**src/hw/rtl/fmprf_pkg.sv**
```systemverilog
// Shared types, codes and constants of the first-match packet rule filter.
package fmprf_pkg;

  localparam int unsigned MaxRulesDef = 64;
  localparam int unsigned PosW        = 7;
  localparam int unsigned CfgIdxW     = 2;

  typedef enum logic [1:0] {
    ReqAppend   = 2'd0,
    ReqDelete   = 2'd1,
    ReqClear    = 2'd2,
    ReqClassify = 2'd3
  } req_type_e;

  localparam logic [1:0] ProtoTcp   = 2'd0;
  localparam logic [1:0] ProtoUdp   = 2'd1;
  localparam logic [1:0] ProtoIcmp  = 2'd2;
  localparam logic [1:0] ProtoOther = 2'd3;
  localparam logic [1:0] ProtoAny   = 2'd3;

  localparam logic [1:0] StOk      = 2'd0;
  localparam logic [1:0] StNoIndex = 2'd1;
  localparam logic [1:0] StFull    = 2'd2;

  localparam logic [CfgIdxW-1:0] CfgDefaultAccept = CfgIdxW'(0);
  localparam logic [CfgIdxW-1:0] CfgFilterEnable  = CfgIdxW'(1);

  typedef struct packed {
    logic [1:0]      req_type;
    logic [1:0]      ip_proto;
    logic [31:0]     src_addr;
    logic [31:0]     dst_addr;
    logic [15:0]     src_port;
    logic [15:0]     dst_port;
    logic [1:0]      rule_proto;
    logic            rule_accept;
    logic [PosW-1:0] rule_index;
  } req_t;

  typedef struct packed {
    logic            verdict_accept;
    logic [1:0]      status;
    logic            rule_hit;
    logic [PosW-1:0] hit_position;
    logic [PosW-1:0] rules_held;
  } rsp_t;

  typedef struct packed {
    logic [CfgIdxW-1:0] idx;
    logic               data;
  } cfg_t;

  typedef struct packed {
    logic        accept;
    logic [1:0]  proto;
    logic [31:0] src_addr;
    logic [31:0] dst_addr;
    logic [15:0] src_port;
    logic [15:0] dst_port;
  } rule_t;

  typedef struct packed {
    logic capture;
    logic decode;
    logic scan;
    logic shift;
    logic load_out;
  } ctrl_cmd_t;

  typedef struct packed {
    logic go_scan;
    logic go_shift;
    logic scan_done;
    logic shift_done;
    logic out_free;
  } dp_sts_t;

endpackage

```
**src/hw/rtl/fmprf_ctrl.sv**
```systemverilog
// Request sequencer of the rule filter: decode, scan, shift and response.
module fmprf_ctrl (
  input  logic                 clk_i,
  input  logic                 rst_ni,
  input  logic                 req_valid_i,
  output logic                 req_ready_o,
  input  fmprf_pkg::dp_sts_t   sts_i,
  output fmprf_pkg::ctrl_cmd_t cmd_o
);

  typedef enum logic [2:0] {
    StIdle,
    StDecode,
    StScan,
    StShift,
    StResp
  } state_e;

  state_e state_q;

  always_ff @(posedge clk_i or negedge rst_ni) begin
    if (!rst_ni) begin
      state_q <= StIdle;
    end else begin
      case (state_q)
        StIdle: begin
          if (req_valid_i) state_q <= StDecode;
        end
        StDecode: begin
          if (sts_i.go_scan) state_q <= StScan;
          else if (sts_i.go_shift) state_q <= StShift;
          else state_q <= StResp;
        end
        StScan: begin
          if (sts_i.scan_done) state_q <= StResp;
        end
        StShift: begin
          if (sts_i.shift_done) state_q <= StResp;
        end
        StResp: begin
          if (sts_i.out_free) state_q <= StIdle;
        end
        default: state_q <= StIdle;
      endcase
    end
  end

  assign req_ready_o    = (state_q == StIdle);
  assign cmd_o.capture  = (state_q == StIdle) && req_valid_i;
  assign cmd_o.decode   = (state_q == StDecode);
  assign cmd_o.scan     = (state_q == StScan);
  assign cmd_o.shift    = (state_q == StShift);
  assign cmd_o.load_out = (state_q == StResp) && sts_i.out_free;

endmodule

```
**config.mk**
```make
export PLATFORM = sky130hd
export DESIGN_NAME = fmprf_ctrl
export DESIGN_NICKNAME = d
export VERILOG_FILES = /design/src/hw/rtl/fmprf_pkg.sv /design/src/hw/rtl/fmprf_ctrl.sv
export SDC_FILE = /design/constraint.sdc
export NUM_CORES = 1
export LEC_CHECK = 0
export BUFFER_PORTS_ARGS = -buffer_cell sky130_fd_sc_hd__buf_2
export CAP_MARGIN = 20
export CORE_AREA = 2 2 39 41
export DETAILED_ROUTE_END_ITERATION = 8
export DIE_AREA = 0 0 41 43
export MAX_ROUTING_LAYER = met4
export RECOVER_POWER = 50
export SLEW_MARGIN = 15
export SYNTH_ARGS = -nofsm -noshare
export SYNTH_HDL_FRONTEND = slang
export SYNTH_SLANG_ARGS = --single-unit
export TNS_END_PERCENT = 50
```
**constraint.sdc**
```tcl
create_clock -name clk_i -period 1.6 [get_ports clk_i]
set_clock_uncertainty 0.2 [all_clocks]
set_input_delay 0.08 -clock clk_i [delete_from_list [all_inputs] [get_ports clk_i]]
set_output_delay 0.08 -clock clk_i [all_outputs]
set_load 0.05 [all_outputs]
```
-- After elaboration in Yosys (flattened, before gate mapping)
Cells that the tools add are included.
Widths: inputs -> output; s select.
- muxes and demuxes: 7
- eq/ne operators: 8
- reduce and logical (&&, ||, !) cells: 4
- operator list (operator ; count):
    $mux 3 ; 6
    $pmux 3 s5 ; 1
    $ne 2x2->1 const B ; 4
    $eq 3x2->1 const B ; 2
    $reduce_and 4->1 ; 1
    $eq 3x1->1 const B ; 1
    $eq 3x3->1 const B ; 1
    $logic_not 3->1 ; 1
    $logic_and 1x1->1 ; 2
- logic and storage cells: 20
- input port bits: 8
- bits in registers: 3

-- Longest topological paths before layout
- word-level depth: 3
- mapped depth: 4
- mapped depth without buffers: 3

-- Worst setup path before layout
No wires, ideal clock.
- path kind: register to output
- start point: register state_q[1]
- end point: output port cmd_o[4] (netlist name)
- path slack: -0.874 ns
- stages on the path, launching flop included: 4
- buffers on the path: 1
- arrival time: 2.194 ns
- data required time: 1.320 ns
- path through: dfrtp_1 -> buf_6 -> nor3_1 -> and2_1
- RTL lines (element ; line ; text):
    start, declared ; fmprf_ctrl.sv:19 ; state_e state_q;
    start signal, assigned ; fmprf_ctrl.sv:23 ; state_q <= StIdle;
    start signal, assigned ; fmprf_ctrl.sv:27 ; if (req_valid_i) state_q <= StDecode;
    start signal, assigned ; fmprf_ctrl.sv:30 ; if (sts_i.go_scan) state_q <= StScan;
    end, declared ; fmprf_ctrl.sv:8 ; output fmprf_pkg::ctrl_cmd_t cmd_o

==> results_dict.tcl <==
set metrics [dict create \
    p_total_w 0.000848 \
    status "finished clean" \
    synth_area_leaders "dfrtp_1 (30%), buf_6 (13%), nor3b_1 (9.0%)" \
    antenna_found_initial 0 \
    min_path_type "input pin to flop" \
    fin_area_um2 414 \
    area_growth_pct 65.5 \
    synth_area_um2 250 \
    synth_top_area_cell "dfrtp_1" \
    rrSetupSlack_ns 0.27 \
    holdPathStages 3 \
    reg_top3 "state_q (3)" \
    timing.rr.start "state_q[0]" \
    synth-edff-count 0 \
    cp-end-kind "primary output" \
    clkTransAtPathRegs_ns 0.04 \
    fmax_ghz 0.666 \
    holdPathEnd "state_q[0]" \
    setup_viol 0 \
    vias_per_cell 4.14 \
    worstSetupPathType "flop to primary output" \
    largest_reg_flops 3 \
    numCtsBuffers 3 \
    multi_input_area_um2 153 \
    synth.avg_cell_area_um2 8.94 \
    cp_cell_sequence "nor3_4 -> and2_1 -> buf_4" \
    cts_htree_levels 1 \
    fillers 154 \
    fin_crit_ns 1.50 \
    fp.dieW_um 41 \
    ir_drop_mv 0.537 \
    synth_cell_types 16 \
    drv_slew 0 \
    cts_sinks 3 \
    dr.pass1.iters 3 \
    ys_seq_area_frac 0.300 \
    hold_viol_final 0 \
    max-cap-violations 0 \
    place_area_um2 323 \
    final.setup.tns_ns 0 \
    dp_hpwl_um 411 \
    dp_worst_setup_slack_ns 0.160 \
    slowest_stage "dfrtp_2" \
    vias 265 \
    ios 14 \
    track_usage 0.0899 \
    ys_ff_latch 3 \
    ys_warn_count 0 \
    clockRootBuffer "clkbuf_4" \
    relSlewSlack 0.824 \
    critical_path.max_fanout 11 \
    cts_buffer_depth 2 \
    grt_pass1_vias 253 \
    netlist_top_cells_count "nor3_1 (4), buf_6 (3), dfrtp_1 (3), nor3b_1 (3)" \
    critPathMaxStageDelay_ns 0.47 \
    portBuffers 13 \
    yosysTopAreaCellShare 0.300 \
    core_region_area_um2 1380 \
    drive_gt1_frac 0.500 \
    clk_latency_ns 0.23 \
    rows 14 \
    cp-startpoint "state_q[1]" \
    async_reset_ff_frac 1.00 \
    powerDensity_nw_per_um2 2050 \
    synth.most_common_cell "nor3_1" \
    start_util 0.181 \
    die_y_um 43 \
    crit_path_start_kind "flop" \
    final-seq-area_um2 78.8 \
    critPathArrivalTime_ns 1.22 \
    critical_path_required_ns 1.32 \
    fin_ws_ns 0.0991 \
    die_area_um2 1760 \
    min-delay-start "req_valid_i" \
    p_leak_nw 0.179 \
    tightest_slew_ns 0.265 \
    whs_ns 0.0420 \
    drtIter0Drc 6 \
    synth_ff_type "dfrtp_1" \
    grt-ovfl-total 0 \
    synth_nets 36 \
    wire_per_inst_um 8.91 \
    synthesis.instances 28 \
    rsz0062_at_grt "false" \
    top_register "state_q" \
    drtAntennaViolNets 0 \
    place_congestion 0.722 \
    postCtsSetupRepairBufs 0 \
    fin_crit_sh 0.938 \
    rr_endpoint "state_q[1]" \
    wl_um 570 \
    reg2reg_depth 3 \
    antenna_cells 0 \
    drc 0 \
    tritoncts "yes" \
    nets 57 \
    grt_pass1_wl_um 986 \
    grt_max_degree 12 \
]
[critical path: cells and delay by family, from the launching register on]
kind | cells | cell delay (ns)
flip-flops | 1 | 0.47
buffers and inverters | 1 | 0.19
AND/OR/NAND/NOR | 2 | 0.32
[final cells by class]
type | instances | area share
inverters | 1 | 0.0151
flip-flops and latches | 3 | 0.190
repair buffers | 19 | 0.314
clock buffers | 4 | 0.0634
multi-input cells | 21 | 0.369
well taps | 16 | 0.0483
[kinds of logic after synthesis]
kind of cell | after synthesis | share of synthesized area
compound gates | 5 | 0.135
simple gates | 15 | 0.365
mux | 1 | 0.0400
buf+inv | 4 | 0.160
flops | 3 | 0.300
[worst max-delay path by stage]
| stage | endpoint | slack (ns) | cells past startpoint |
|---|---|---|---|
| after floorplan | cmd_o[0] | -0.28 | 2 |
| after global placement | state_q[1] | 0.20 | 3 |
| after detailed placement | state_q[1] | 0.16 | 3 |
| after CTS | cmd_o[0] | 0.0002 | 3 |
| after global routing | cmd_o[3] | 0.02 | 3 |
| final | cmd_o[4] | 0.1 | 3 |
[report_power, final]
| group | total, W | internal, W | switching [W] |
|---|---|---|---|
| Sequential | 0.000229 | 0.000117 | 0.000113 |
| Combinational | 0.000487 | 0.000178 | 0.000309 |
| Clock | 0.000132 | 0.0000934 | 0.0000386 |
| Total | 0.000848 | 0.000388 | 0.000460 |
[cell usage in the layout, fill, tap and decap left out]
cell type,count
nor3b_2,2
buf_4,2
clkbuf_4,3
nand2_1,2
a221oi_1,1
nand2b_1,2
nor2_1,1
and2_1,1
buf_2,11
or3_4,1
a21oi_1,3
nor3_1,3
clkbuf_1,1
mux2i_1,1
nor3_4,1
nand3b_1,1
dlygate4sd3_1,6
dfrtp_2,3
inv_4,1
nor3b_1,1
o22ai_1,1
[through the flow]
step | instances | util
after global placement | 54 | 0.233
after detailed placement | 54 | 0.233
after floorplan | 28 | -
final | 64 | 0.299
after CTS | 64 | 0.298
after global routing | 64 | 0.299
[timing repair]
item,in CTS,in global routing
hold buffers,6,0
cloned,0,0
resized for setup,2,4
endpoints found under the hold margin,5,0
pin swaps,0,0
setup endpoints to repair,4,5
[metal layers]
layer	vias to the layer above	share of wire	track usage
li1	141	-	-
met1	113	0.44	0.107
met2	9	0.49	0.113
met3	2	0.047	0.0314
met4	0	0.019	0.0800
met5	-	0	-
(Power assumes the default switching activity.)
